--- config.mk ---
export PLATFORM = sky130hd
export DESIGN_NAME = greedy_note_dispenser
export DESIGN_NICKNAME = d
export VERILOG_FILES = /design/src/sv/gnd_pkg.sv /design/src/sv/gnd_div.sv /design/src/sv/greedy_note_dispenser.sv
export SDC_FILE = /design/constraint.sdc
export NUM_CORES = 2
export LEC_CHECK = 0
export BUFFER_PORTS_ARGS = -buffer_cell sky130_fd_sc_hd__buf_2
export CORE_MARGIN = 2
export CORE_UTILIZATION = 40
export DETAILED_ROUTE_END_ITERATION = 7
export GPL_ROUTABILITY_DRIVEN = 0
export MAX_ROUTING_LAYER = met4
export PLACE_DENSITY = 0.64
export SYNTH_ARGS = -nofsm -noshare
export SYNTH_HDL_FRONTEND = slang
export SYNTH_SLANG_ARGS = --single-unit
export TNS_END_PERCENT = 10
--- constraint.sdc ---
create_clock -name i_clk -period 21.4 [get_ports i_clk]
set_input_delay 3.21 -clock i_clk [delete_from_list [all_inputs] [get_ports i_clk]]
set_output_delay 3.21 -clock i_clk [all_outputs]
set_load 0.02 [all_outputs]
--- src/sv/gnd_pkg.sv ---
package gnd_pkg;

    localparam int SLOTS      = 8;
    localparam int SLOT_W     = (SLOTS > 1) ? $clog2(SLOTS) : 1;
    localparam int AMT_W      = 24;
    localparam int VAL_W      = 16;
    localparam int CNT_W      = 16;
    localparam int STAT_W     = 2;
    localparam int DIV_STEP_W = $clog2(AMT_W + 1);

    localparam logic [CNT_W-1:0] COUNT_MAX = '1;

    typedef enum logic {
        CMD_LOAD     = 1'b0,
        CMD_WITHDRAW = 1'b1
    } t_cmd;

    typedef enum logic [STAT_W-1:0] {
        STAT_OK    = 2'd0,
        STAT_NOPAY = 2'd1,
        STAT_FULL  = 2'd2
    } t_status;

    typedef struct packed {
        logic              command;
        logic [AMT_W-1:0]  amount;
        logic [VAL_W-1:0]  note_value;
        logic [CNT_W-1:0]  note_count;
    } t_in_word;

    typedef struct packed {
        logic [STAT_W-1:0] status;
        logic [VAL_W-1:0]  paid_value;
        logic [CNT_W-1:0]  notes_taken;
        logic              last;
    } t_out_word;

    typedef enum logic [3:0] {
        S_IDLE,
        S_LD_SCAN,
        S_LD_DONE,
        S_RESULT,
        S_WD_SCAN,
        S_WD_DIVGO,
        S_WD_DIV,
        S_WD_MUL,
        S_WD_SUB,
        S_WD_PAY
    } t_state;

    typedef struct packed {
        logic             start;
        logic [AMT_W-1:0] dividend;
        logic [VAL_W-1:0] divisor;
    } t_div_req;

    typedef struct packed {
        logic             done;
        logic [AMT_W-1:0] quotient;
    } t_div_rsp;

endpackage

--- src/sv/gnd_div.sv ---
module gnd_div (
    input  logic              i_clk,
    input  logic              i_rst_n,
    input  gnd_pkg::t_div_req i_req,
    output gnd_pkg::t_div_rsp o_rsp
);
    import gnd_pkg::*;

    logic                  r_busy;
    logic                  r_done;
    logic [DIV_STEP_W-1:0] r_step;
    logic [VAL_W-1:0]      r_part;
    logic [AMT_W-1:0]      r_quo;
    logic [VAL_W-1:0]      r_dvs;

    logic [VAL_W:0] w_trial;
    logic [VAL_W:0] w_diff;
    logic           w_ge;

    // One quotient bit per cycle: the dividend shifts out of r_quo into the
    // partial remainder while the quotient bits shift in behind it.
    assign w_trial = {r_part, r_quo[AMT_W-1]};
    assign w_ge    = (w_trial >= {1'b0, r_dvs});
    assign w_diff  = w_trial - {1'b0, r_dvs};

    always_ff @(posedge i_clk) begin
        if (!i_rst_n) begin
            r_busy <= 1'b0;
            r_done <= 1'b0;
            r_step <= '0;
        end else begin
            r_done <= 1'b0;
            if (i_req.start) begin
                r_busy <= 1'b1;
                r_step <= '0;
            end else if (r_busy) begin
                r_step <= r_step + DIV_STEP_W'(1);
                if (r_step == DIV_STEP_W'(AMT_W - 1)) begin
                    r_busy <= 1'b0;
                    r_done <= 1'b1;
                end
            end
        end
    end

    always_ff @(posedge i_clk) begin
        if (i_req.start) begin
            r_part <= '0;
            r_quo  <= i_req.dividend;
            r_dvs  <= i_req.divisor;
        end else if (r_busy) begin
            r_part <= w_ge ? w_diff[VAL_W-1:0] : w_trial[VAL_W-1:0];
            r_quo  <= {r_quo[AMT_W-2:0], w_ge};
        end
    end

    assign o_rsp.done     = r_done;
    assign o_rsp.quotient = r_quo;

endmodule

--- src/sv/greedy_note_dispenser.sv ---
// Note dispenser with a table of SLOTS denominations and their note counts.
// A load word scans every slot and gives one result word; a load with a
// zero note value or a zero-amount withdraw skips the scan and goes
// straight to its result word. A withdraw word finds denominations in
// falling order; each one costs a scan of all slots (one slot per cycle),
// a start of the shared restoring divider (one quotient bit per cycle),
// then a cap, a multiply and a subtract. The whole search runs twice,
// once to prove that the amount can be paid and once to emit result
// words and update the counts, with a pay step for each result word.
// An output stall holds the block in its result or pay state.
// The block takes no new word until the current one is finished, but its
// output register lets it accept the next word while the last result waits.
module greedy_note_dispenser (
    input  logic               i_clk,
    input  logic               i_rst_n,
    input  logic               i_in_valid,
    output logic               o_in_ready,
    input  gnd_pkg::t_in_word  i_in_word,
    output logic               o_out_valid,
    input  logic               i_out_ready,
    output gnd_pkg::t_out_word o_out_word
);
    import gnd_pkg::*;

    localparam logic [VAL_W:0] PREV_INIT = {1'b1, {VAL_W{1'b0}}};

    t_state r_state, n_state;

    // Denomination table.
    logic             r_used  [SLOTS];
    logic [VAL_W-1:0] r_value [SLOTS];
    logic [CNT_W-1:0] r_count [SLOTS];

    t_in_word         r_in;
    logic [SLOT_W-1:0] r_idx;
    logic [AMT_W-1:0] r_rem;
    logic [VAL_W:0]   r_prev;
    logic             r_pay;
    logic [STAT_W-1:0] r_status;

    logic              r_found;
    logic [SLOT_W-1:0] r_best_idx;
    logic [VAL_W-1:0]  r_best_val;
    logic [CNT_W-1:0]  r_best_cnt;
    logic [CNT_W-1:0]  r_take;
    logic [CNT_W+VAL_W-1:0] r_prod;

    logic              r_mfound;
    logic [SLOT_W-1:0] r_midx;
    logic [CNT_W-1:0]  r_mcnt;
    logic              r_ffound;
    logic [SLOT_W-1:0] r_fidx;

    logic      r_out_valid;
    t_out_word r_out;

    t_div_req div_req;
    t_div_rsp div_rsp;

    logic             w_used;
    logic [VAL_W-1:0] w_val;
    logic [CNT_W-1:0] w_cnt;
    logic             w_last_idx;
    logic             w_cand;
    logic             w_out_free;
    logic             w_accept;
    logic [AMT_W-1:0] w_rem_sub;
    logic [CNT_W-1:0] w_cap;
    logic [CNT_W:0]   w_sum;
    logic [CNT_W-1:0] w_pay_left;

    // Decoded controls.
    logic              c_wr_en;
    logic [SLOT_W-1:0] c_wr_idx;
    logic              c_wr_used;
    logic [VAL_W-1:0]  c_wr_val;
    logic [CNT_W-1:0]  c_wr_cnt;
    logic              c_out_load;
    t_out_word         c_out_word;

    gnd_div u_div (
        .i_clk   (i_clk),
        .i_rst_n (i_rst_n),
        .i_req   (div_req),
        .o_rsp   (div_rsp)
    );

    assign w_used     = r_used[r_idx];
    assign w_val      = r_value[r_idx];
    assign w_cnt      = r_count[r_idx];
    assign w_last_idx = (r_idx == SLOT_W'(SLOTS - 1));
    assign w_out_free = !r_out_valid || i_out_ready;
    assign w_accept   = i_in_valid && o_in_ready;
    assign w_rem_sub  = r_rem - r_prod[AMT_W-1:0];
    assign w_sum      = {1'b0, r_mcnt} + {1'b0, r_in.note_count};
    assign w_pay_left = r_best_cnt - r_take;

    // Values in the table are unique, so the next denomination is the
    // largest one below the previous pick that still fits the remainder.
    assign w_cand = w_used && (w_cnt != '0)
                 && ({{(AMT_W-VAL_W){1'b0}}, w_val} <= r_rem)
                 && ({1'b0, w_val} < r_prev)
                 && (!r_found || (w_val > r_best_val));

    assign w_cap = (div_rsp.quotient > {{(AMT_W-CNT_W){1'b0}}, r_best_cnt})
                 ? r_best_cnt : div_rsp.quotient[CNT_W-1:0];

    always_comb begin
        n_state = r_state;
        unique case (r_state)
            S_IDLE: begin
                if (i_in_valid) begin
                    if (i_in_word.command == CMD_LOAD) begin
                        n_state = (i_in_word.note_value == '0) ? S_RESULT : S_LD_SCAN;
                    end else begin
                        n_state = (i_in_word.amount == '0) ? S_RESULT : S_WD_SCAN;
                    end
                end
            end
            S_LD_SCAN: begin
                if (w_last_idx) begin
                    n_state = S_LD_DONE;
                end
            end
            S_LD_DONE: n_state = S_RESULT;
            S_RESULT: begin
                if (w_out_free) begin
                    n_state = S_IDLE;
                end
            end
            S_WD_SCAN: begin
                if (w_last_idx) begin
                    n_state = (r_found || w_cand) ? S_WD_DIVGO : S_RESULT;
                end
            end
            S_WD_DIVGO: n_state = S_WD_DIV;
            S_WD_DIV: begin
                if (div_rsp.done) begin
                    n_state = S_WD_MUL;
                end
            end
            S_WD_MUL: n_state = S_WD_SUB;
            S_WD_SUB: n_state = r_pay ? S_WD_PAY : S_WD_SCAN;
            S_WD_PAY: begin
                if (w_out_free) begin
                    n_state = (r_rem == '0) ? S_IDLE : S_WD_SCAN;
                end
            end
            default: n_state = S_IDLE;
        endcase
    end

    always_comb begin
        o_in_ready       = 1'b0;
        div_req.start    = 1'b0;
        div_req.dividend = r_rem;
        div_req.divisor  = r_best_val;
        c_wr_en          = 1'b0;
        c_wr_idx         = r_best_idx;
        c_wr_used        = 1'b0;
        c_wr_val         = '0;
        c_wr_cnt         = '0;
        c_out_load       = 1'b0;
        c_out_word       = '{status: r_status, paid_value: '0, notes_taken: '0, last: 1'b1};
        unique case (r_state)
            S_IDLE: o_in_ready = 1'b1;
            S_LD_DONE: begin
                if (r_mfound) begin
                    c_wr_en   = 1'b1;
                    c_wr_idx  = r_midx;
                    c_wr_used = 1'b1;
                    c_wr_val  = r_in.note_value;
                    c_wr_cnt  = w_sum[CNT_W] ? COUNT_MAX : w_sum[CNT_W-1:0];
                end else if (r_in.note_count != '0 && r_ffound) begin
                    c_wr_en   = 1'b1;
                    c_wr_idx  = r_fidx;
                    c_wr_used = 1'b1;
                    c_wr_val  = r_in.note_value;
                    c_wr_cnt  = r_in.note_count;
                end
            end
            S_RESULT: c_out_load = w_out_free;
            S_WD_DIVGO: div_req.start = 1'b1;
            S_WD_PAY: begin
                c_out_load = w_out_free;
                c_out_word = '{status: STAT_OK, paid_value: r_best_val,
                               notes_taken: r_take, last: (r_rem == '0)};
                // An emptied slot is freed along with its value.
                c_wr_en   = w_out_free;
                c_wr_used = (w_pay_left != '0);
                c_wr_val  = (w_pay_left != '0) ? r_best_val : '0;
                c_wr_cnt  = w_pay_left;
            end
            default: ;
        endcase
    end

    always_ff @(posedge i_clk) begin
        if (!i_rst_n) begin
            r_state <= S_IDLE;
        end else begin
            r_state <= n_state;
        end
    end

    always_ff @(posedge i_clk) begin
        if (!i_rst_n) begin
            r_out_valid <= 1'b0;
            for (int i = 0; i < SLOTS; i++) begin
                r_used[i]  <= 1'b0;
                r_value[i] <= '0;
                r_count[i] <= '0;
            end
        end else begin
            if (c_out_load) begin
                r_out_valid <= 1'b1;
            end else if (i_out_ready) begin
                r_out_valid <= 1'b0;
            end
            if (c_wr_en) begin
                r_used[c_wr_idx]  <= c_wr_used;
                r_value[c_wr_idx] <= c_wr_val;
                r_count[c_wr_idx] <= c_wr_cnt;
            end
        end
    end

    always_ff @(posedge i_clk) begin
        if (c_out_load) begin
            r_out <= c_out_word;
        end
        unique case (r_state)
            S_IDLE: begin
                if (w_accept) begin
                    r_in     <= i_in_word;
                    r_idx    <= '0;
                    r_found  <= 1'b0;
                    r_mfound <= 1'b0;
                    r_ffound <= 1'b0;
                    r_rem    <= i_in_word.amount;
                    r_prev   <= PREV_INIT;
                    r_pay    <= 1'b0;
                    r_status <= STAT_OK;
                end
            end
            S_LD_SCAN: begin
                r_idx <= r_idx + SLOT_W'(1);
                if (!r_mfound && w_used && (w_val == r_in.note_value)) begin
                    r_mfound <= 1'b1;
                    r_midx   <= r_idx;
                    r_mcnt   <= w_cnt;
                end
                if (!r_ffound && !w_used) begin
                    r_ffound <= 1'b1;
                    r_fidx   <= r_idx;
                end
            end
            S_LD_DONE: begin
                if (!r_mfound && r_in.note_count != '0 && !r_ffound) begin
                    r_status <= STAT_FULL;
                end else begin
                    r_status <= STAT_OK;
                end
            end
            S_WD_SCAN: begin
                r_idx <= r_idx + SLOT_W'(1);
                if (w_cand) begin
                    r_found    <= 1'b1;
                    r_best_idx <= r_idx;
                    r_best_val <= w_val;
                    r_best_cnt <= w_cnt;
                end
                if (w_last_idx && !(r_found || w_cand)) begin
                    r_status <= STAT_NOPAY;
                end
            end
            S_WD_DIV: begin
                if (div_rsp.done) begin
                    r_take <= w_cap;
                end
            end
            S_WD_MUL: r_prod <= (CNT_W+VAL_W)'(r_take) * (CNT_W+VAL_W)'(r_best_val);
            S_WD_SUB: begin
                r_idx   <= '0;
                r_found <= 1'b0;
                if (!r_pay && w_rem_sub == '0) begin
                    // The amount can be paid: run the search again, this time
                    // emitting words and committing the counts.
                    r_rem  <= r_in.amount;
                    r_prev <= PREV_INIT;
                    r_pay  <= 1'b1;
                end else begin
                    r_rem  <= w_rem_sub;
                    r_prev <= {1'b0, r_best_val};
                end
            end
            default: ;
        endcase
    end

    assign o_out_valid = r_out_valid;
    assign o_out_word  = r_out;

endmodule

== Yosys cells after proc, flatten, opt, wreduce, memory -nomap -nowiden ==
Memories as Yosys holds them, arrays and structs flattened. A register that Yosys moved wholly into a read port is not among the register bits.
Cells that the tools add are included.
Widths: inputs -> output; s select.

* Register bits: 306
* Latch bits: 0
* Bits in writable memories: 264
* ROM bits: 0
* Bits of input ports: 61
* Output and inout bits: 37
* Logic and storage cells: 208
* Memories: 3

* $add $sub $neg: 6
* Multipliers: 1
* Div/mod/pow operators: 0
* $lt $le $gt $ge: 5
* Eq/ne operators: 24
* Shift operators: 0
* Muxes and demuxes: 78
* Bitwise operators: 2
* Reductions and logical operators: 58

{| class="wikitable"
|+ Memories
! name !! depth !! bits a word !! read ports !! clocked after Yosys merged registers in !! write ports !! RTL line !! RTL
|-
| r_count || 8 || 16 || 1 || 1 || 8 || greedy_note_dispenser.sv:32 || <nowiki>logic [CNT_W-1:0] r_count [SLOTS];</nowiki>
|-
| r_value || 8 || 16 || 1 || 1 || 8 || greedy_note_dispenser.sv:31 || <nowiki>logic [VAL_W-1:0] r_value [SLOTS];</nowiki>
|-
| r_used || 8 || 1 || 1 || 1 || 8 || greedy_note_dispenser.sv:30 || <nowiki>logic r_used [SLOTS];</nowiki>
|}

{| class="wikitable"
|+ Operators by type and width
! operator !! count
|-
| $mux 16 || 10
|-
| $mux 24 || 4
|-
| $logic_not 24->1 || 3
|-
| $pmux 16 s2 || 2
|-
| $pmux 24 s2 || 1
|-
| $reduce_bool 16->1 || 3
|-
| $mux 3 || 14
|-
| $pmux 4 s10 || 1
|-
| $mux 17 || 2
|-
| $pmux 17 s2 || 1
|-
| $reduce_or 16->1 || 2
|-
| $sub 16x16->16 || 2
|-
| $mux 4 || 7
|-
| $gt 24x16->1 || 1
|-
| $le 16x24->1 || 1
|-
| $mul 16x16->24 || 1
|-
| $mux 1 || 24
|-
| $sub 24x24->24 || 1
|-
| $ne 2x2->1 const B || 11
|-
| $add 16x16->17 || 1
|-
| $ge 17x16->1 || 1
|-
| $lt 16x17->1 || 1
|-
| $eq 16x16->1 || 1
|-
| $eq 4x3->1 const B || 4
|-
| 28 further kinds || 75
|}

== Logic depth before layout (Yosys ltp) ==
* Depth in word-level cells: 10
* Gate-level depth with buffers: 25
* Mapped depth without buffers: 23

== By module ==
A second synthesis with hierarchy kept.

* Cells, all modules: 3188
* Area total of the unflattened synthesis: 35923.2 um^2

{| class="wikitable"
|+ By module, submodules not included
! module !! times used !! cells an instance !! area each (um^2)
|-
| greedy_note_dispenser || 1 || 2862 || 32394.8
|-
| gnd_div || 1 || 326 || 3528.4
|}

== Worst setup path before layout ==
No wires, ideal clock.

* Kind: register -> register
* From: register with a tool-made name
* To: register r_found (enable)
* Setup time: 0.319 ns
* Arrival time: 10.250 ns
* Data required time: 21.081 ns
* Setup slack: 10.831 ns
* Stages on the path, launching flop included: 18
* Path buffers: 3
* Period minus slack after synthesis: 10.569 ns
* Cells stage by stage: dfxtp_1 -> buf_1 -> buf_2 -> buf_1 -> mux4_2 -> nand2_1 -> nand2_1 -> ha_1 -> nand4_1 -> or2_2 -> nor4_1 -> or2_2 -> nor2_1 -> nor3_1 -> o21a_1 -> nand3_1 -> a2111oi_0 -> or2_2

{| class="wikitable"
|+ RTL lines
! element !! RTL line !! RTL
|-
| end signal, assigned || greedy_note_dispenser.sv:237 || <nowiki>r_found <= 1'b0;</nowiki>
|-
| end signal, assigned || greedy_note_dispenser.sv:268 || <nowiki>r_found <= 1'b1;</nowiki>
|-
| end signal, assigned || greedy_note_dispenser.sv:285 || <nowiki>r_found <= 1'b0;</nowiki>
|-
| end, declared || greedy_note_dispenser.sv:41 || <nowiki>logic r_found;</nowiki>
|}

== Worst setup path in the final report ==
* From: register r_take[8]
* To: register r_prod[23], data pin

* Cells in the longest elaborated chain, start to end: 1

{| class="wikitable"
|+ Ends and longest elaborated chain
! element !! RTL line !! RTL
|-
| start, declared || greedy_note_dispenser.sv:45 || <nowiki>logic [CNT_W-1:0] r_take;</nowiki>
|-
| start signal, assigned || greedy_note_dispenser.sv:279 || <nowiki>r_take <= w_cap;</nowiki>
|-
| $mul 16x16->24 || greedy_note_dispenser.sv:282 || <nowiki>S_WD_MUL: r_prod <= (CNT_W+VAL_W)'(r_take) * (CNT_W+VAL_W)'(r_best_val);</nowiki>
|-
| end signal, assigned || greedy_note_dispenser.sv:282 ||
|-
| end, declared || greedy_note_dispenser.sv:46 || <nowiki>logic [CNT_W+VAL_W-1:0] r_prod;</nowiki>
|}

Every way passes these cells.
A chain may end at the register's enable or synchronous reset.

==> metrics.txt <==
post-layout instance area=39360 sq um; number of design-rule violations left by the first detailed-router iteration=about 2600; Tot GR Track Use=23.12%; number of buffers created by CTS=67; total of warnings raised by yosys=0; pin count of the biggest net entering global routing=a little over 60; library cells used by synthesis=78; number of cells on the worst hold path=2; setup repair after global routing missed its margin=no; drt wl/cell=22.40 um; result of the run=finished clean; post-layout net count=3745; worst reg2reg path startpoint=r_take[8]; flip-flop and latch count after synthesis=573; CP Launch Type=register; Netlist Area Pre-Place=35460 sq um; master cell of the clock root buffer=sky130_fd_sc_hd__clkbuf_16; Final Hold Violating Endpoints=0; later-pin clock latency in the skew report=between 600 and 700 ps; Arr. time, crit path=around 7000 ps; drt via density=5.572; Post-Syn Nets=3677; clock-pin slew on the worst setup and hold paths=60 ps; global-route wire length before repair=between 150 and 200 mm; element type at the critical path end=register; fin util=44.68%; proportion of synthesized flip-flops having asynchronous set or reset=0%; leakage power=around 16 nW; buffers added on ports=97; reg2reg setup slack=14820 ps; total power density per cell area=95.94 nW/um^2; final clock skew=63.24 ps; capture instance of the worst register-to-register path=r_prod[23]; max-cap check violation count=0; Die Outline Area=91040 sq um; most area-hungry cell type in the Yosys netlist=sky130_fd_sc_hd__edfxtp_1; Detailed Routing Iterations Pass 1=8; Placed Area=37230 sq um; hold-critical path endpoint=r_used[2]; H-tree lvl count=3; aggregate negative setup slack=0 ps; starting density of the core=40.24%; clock tree from TritonCTS=done; synthesized instance count=3239; number of hold buffers added after cts=0; average footprint of a synthesized cell=10.95 sq um; clock period minus final worst setup slack=between 6000 and 7000 ps; antenna violations before repair=5; worst min-delay path class=reg2reg; total number of vias=25220; setup violation total in the final timing report=0; std cell rows=109; Pwr Total=3.776 mW; share of final-layout standard cells stronger than drive strength 1=10.99%; number of enable flip-flop cells after synthesis=534; buffers from clock root to sink, at most=3; core box area=between 80000 and 90000 sq um; remaining max-slew budget at the tightest pin=approximately 27%; HPWL Detailed=roughly 74 mm; die width=301.7 um; Max VDD drop=just under 70 uV; sum of overflow across all layers after global routing=0; transition time at the pin with the least slew margin=roughly 1100 ps; Req. time, crit path=21760 ps; fraction of synthesized cell area taken by the top area cell type=45.23%; maximum fanout along the worst path=11; critical path start-end classification=reg2reg; number of routed nets with antenna violations=0; Sinks on Clock Net=573; Resized cells post-CTS=0; final cycle utilization of the critical path=30.73%; Syn-to-layout area delta=11.02%; top post-synthesis cells by count=534 x sky130_fd_sc_hd__edfxtp_1, 466 x sky130_fd_sc_hd__nor2_1, 360 x sky130_fd_sc_hd__nand2_1; most instantiated library cell after synthesis=sky130_fd_sc_hd__edfxtp_1; count of placed standard cells in the final layout, fillers left out=4525; vias in the first global route=24590; boundary pin count=between 90 and 100; number of buffers inserted by post-CTS setup repair=0; number of instances in the placed design=4403; highest achievable clock rate=between 0.15 and 0.2 GHz; worst reg-to-reg path cell count=20; final max-slew violation count=0; count of unresolved DRC violations after routing=0; worst hold path startpoint=r_used[2]; largest cells by area after synthesis=sky130_fd_sc_hd__edfxtp_1 45%, sky130_fd_sc_hd__fa_1 9.7%, sky130_fd_sc_hd__ha_1 7.2%; Vert. Die Dim=301.7 um; Primary FF master, synth=sky130_fd_sc_hd__edfxtp_1; DRT Wirelength=between 100 and 150 mm; post-synthesis sequential area ratio=47.43%
==> stage by stage <==
stage | hold slack [ps] | setup WS (ps)
after floorplan | 424.4 | 10830
after CTS | 460.1 | 14880
final | 459.3 | 14820
after global placement | 445.5 | 14890
after detailed placement | 452.5 | 14860
after global routing | 486.0 | 14520
==> flip-flops by register name, summed over array words and instances, names as in the netlist, 17 cells and up, named ones only <==
register / flops
o_out_word: 35
r_count: 128
r_in: 56
r_prev: 17
r_prod: 24
r_rem: 24
r_value: 128
u_div.r_quo: 24
==> per-layer routing <==
metal  wire length (um)  GRT usage [%]  share of wire [%]  up-vias
met2              45900          34.77                 45     1165
met5                  0              -                  0        -
met4               2831          6.495                2.8        0
met3               9371          5.079                9.2      181
met1              43240          31.56                 43    12520
li1                   -              -                  -    11350
==> cell usage in the layout, fill, tap and decap left out, types with 66 or more instances in the layout <==
| cell type | Yosys | routed |
|---|---|---|
| sky130_fd_sc_hd__edfxtp_1 | 534 | 534 |
| sky130_fd_sc_hd__nor2_1 | 466 | 463 |
| sky130_fd_sc_hd__o21ai_0 | 133 | 133 |
| sky130_fd_sc_hd__fa_1 | 172 | 172 |
| sky130_fd_sc_hd__buf_2 | 4 | 97 |
| sky130_fd_sc_hd__nand2_1 | 360 | 357 |
| sky130_fd_sc_hd__mux4_2 | 66 | 66 |
| sky130_fd_sc_hd__a21oi_1 | 122 | 120 |
| sky130_fd_sc_hd__clkbuf_16 | 0 | 67 |
| sky130_fd_sc_hd__ha_1 | 205 | 205 |
| sky130_fd_sc_hd__inv_1 | 355 | 354 |
==> cell type report <==
cell class	instances	area, sq um
Antenna cell	2	5.005
Clock buffer	87	1782
Clock inverter	33	344.1
Fill cell	8316	48740
Inverter	362	1359
Multi-Input combinational cell	2167	16810
Sequential cell	573	16820
Tap cell	1165	1458
Timing Repair Buffer	136	778.2
==> critical path: stages (launching register included) <==
cell and delay [ps]:
sky130_fd_sc_hd__edfxtp_1 650, sky130_fd_sc_hd__clkinv_1 390, sky130_fd_sc_hd__nor2_1 210, sky130_fd_sc_hd__fa_1 430, sky130_fd_sc_hd__inv_1 80, sky130_fd_sc_hd__fa_1 440
sky130_fd_sc_hd__fa_1 520, sky130_fd_sc_hd__inv_1 50, sky130_fd_sc_hd__fa_1 500, sky130_fd_sc_hd__fa_1 490, sky130_fd_sc_hd__inv_1 50, sky130_fd_sc_hd__fa_1 480
sky130_fd_sc_hd__inv_1 40, sky130_fd_sc_hd__ha_1 320, sky130_fd_sc_hd__a2111oi_0 690, sky130_fd_sc_hd__a21o_1 240, sky130_fd_sc_hd__a31oi_1 110, sky130_fd_sc_hd__a31oi_1 270
sky130_fd_sc_hd__o21bai_1 90, sky130_fd_sc_hd__a21oi_1 170, sky130_fd_sc_hd__xnor2_1 80
==> how the worst max path moves through the flow <==
| stage | slack [ps] | to | startpoint | cells after the start |
|---|---|---|---|---|
| after global placement | 14890 | r_count[3][2] | i_rst_n | 5 |
| after floorplan | 10830 | r_found | register | 17 |
| after CTS | 14880 | r_prod[23] | r_take[8] | 20 |
| after detailed placement | 14860 | r_count[3][2] | i_rst_n | 5 |
| final | 14820 | r_prod[23] | r_take[8] | 20 |
| after global routing | 14520 | r_prod[23] | r_take[8] | 20 |
==> kinds of logic after synthesis <==
family / synth area share [%]
simple gates: 13.91
xor+xnor: 2.668
buf+inv: 5.308
compound gates: 7.951
mux: 5.784
fa+ha+maj: 16.95
flops: 47.43
==> report_power, final <==
group          switching [mW]  leakage, nW  total (mW)  internal [mW]
sequential              0.110         5.51        1.51           1.40
combinational           0.717         9.20        1.16          0.439
clock                   0.489         1.03        1.11          0.624
Power figures use the tool's default switching activity.
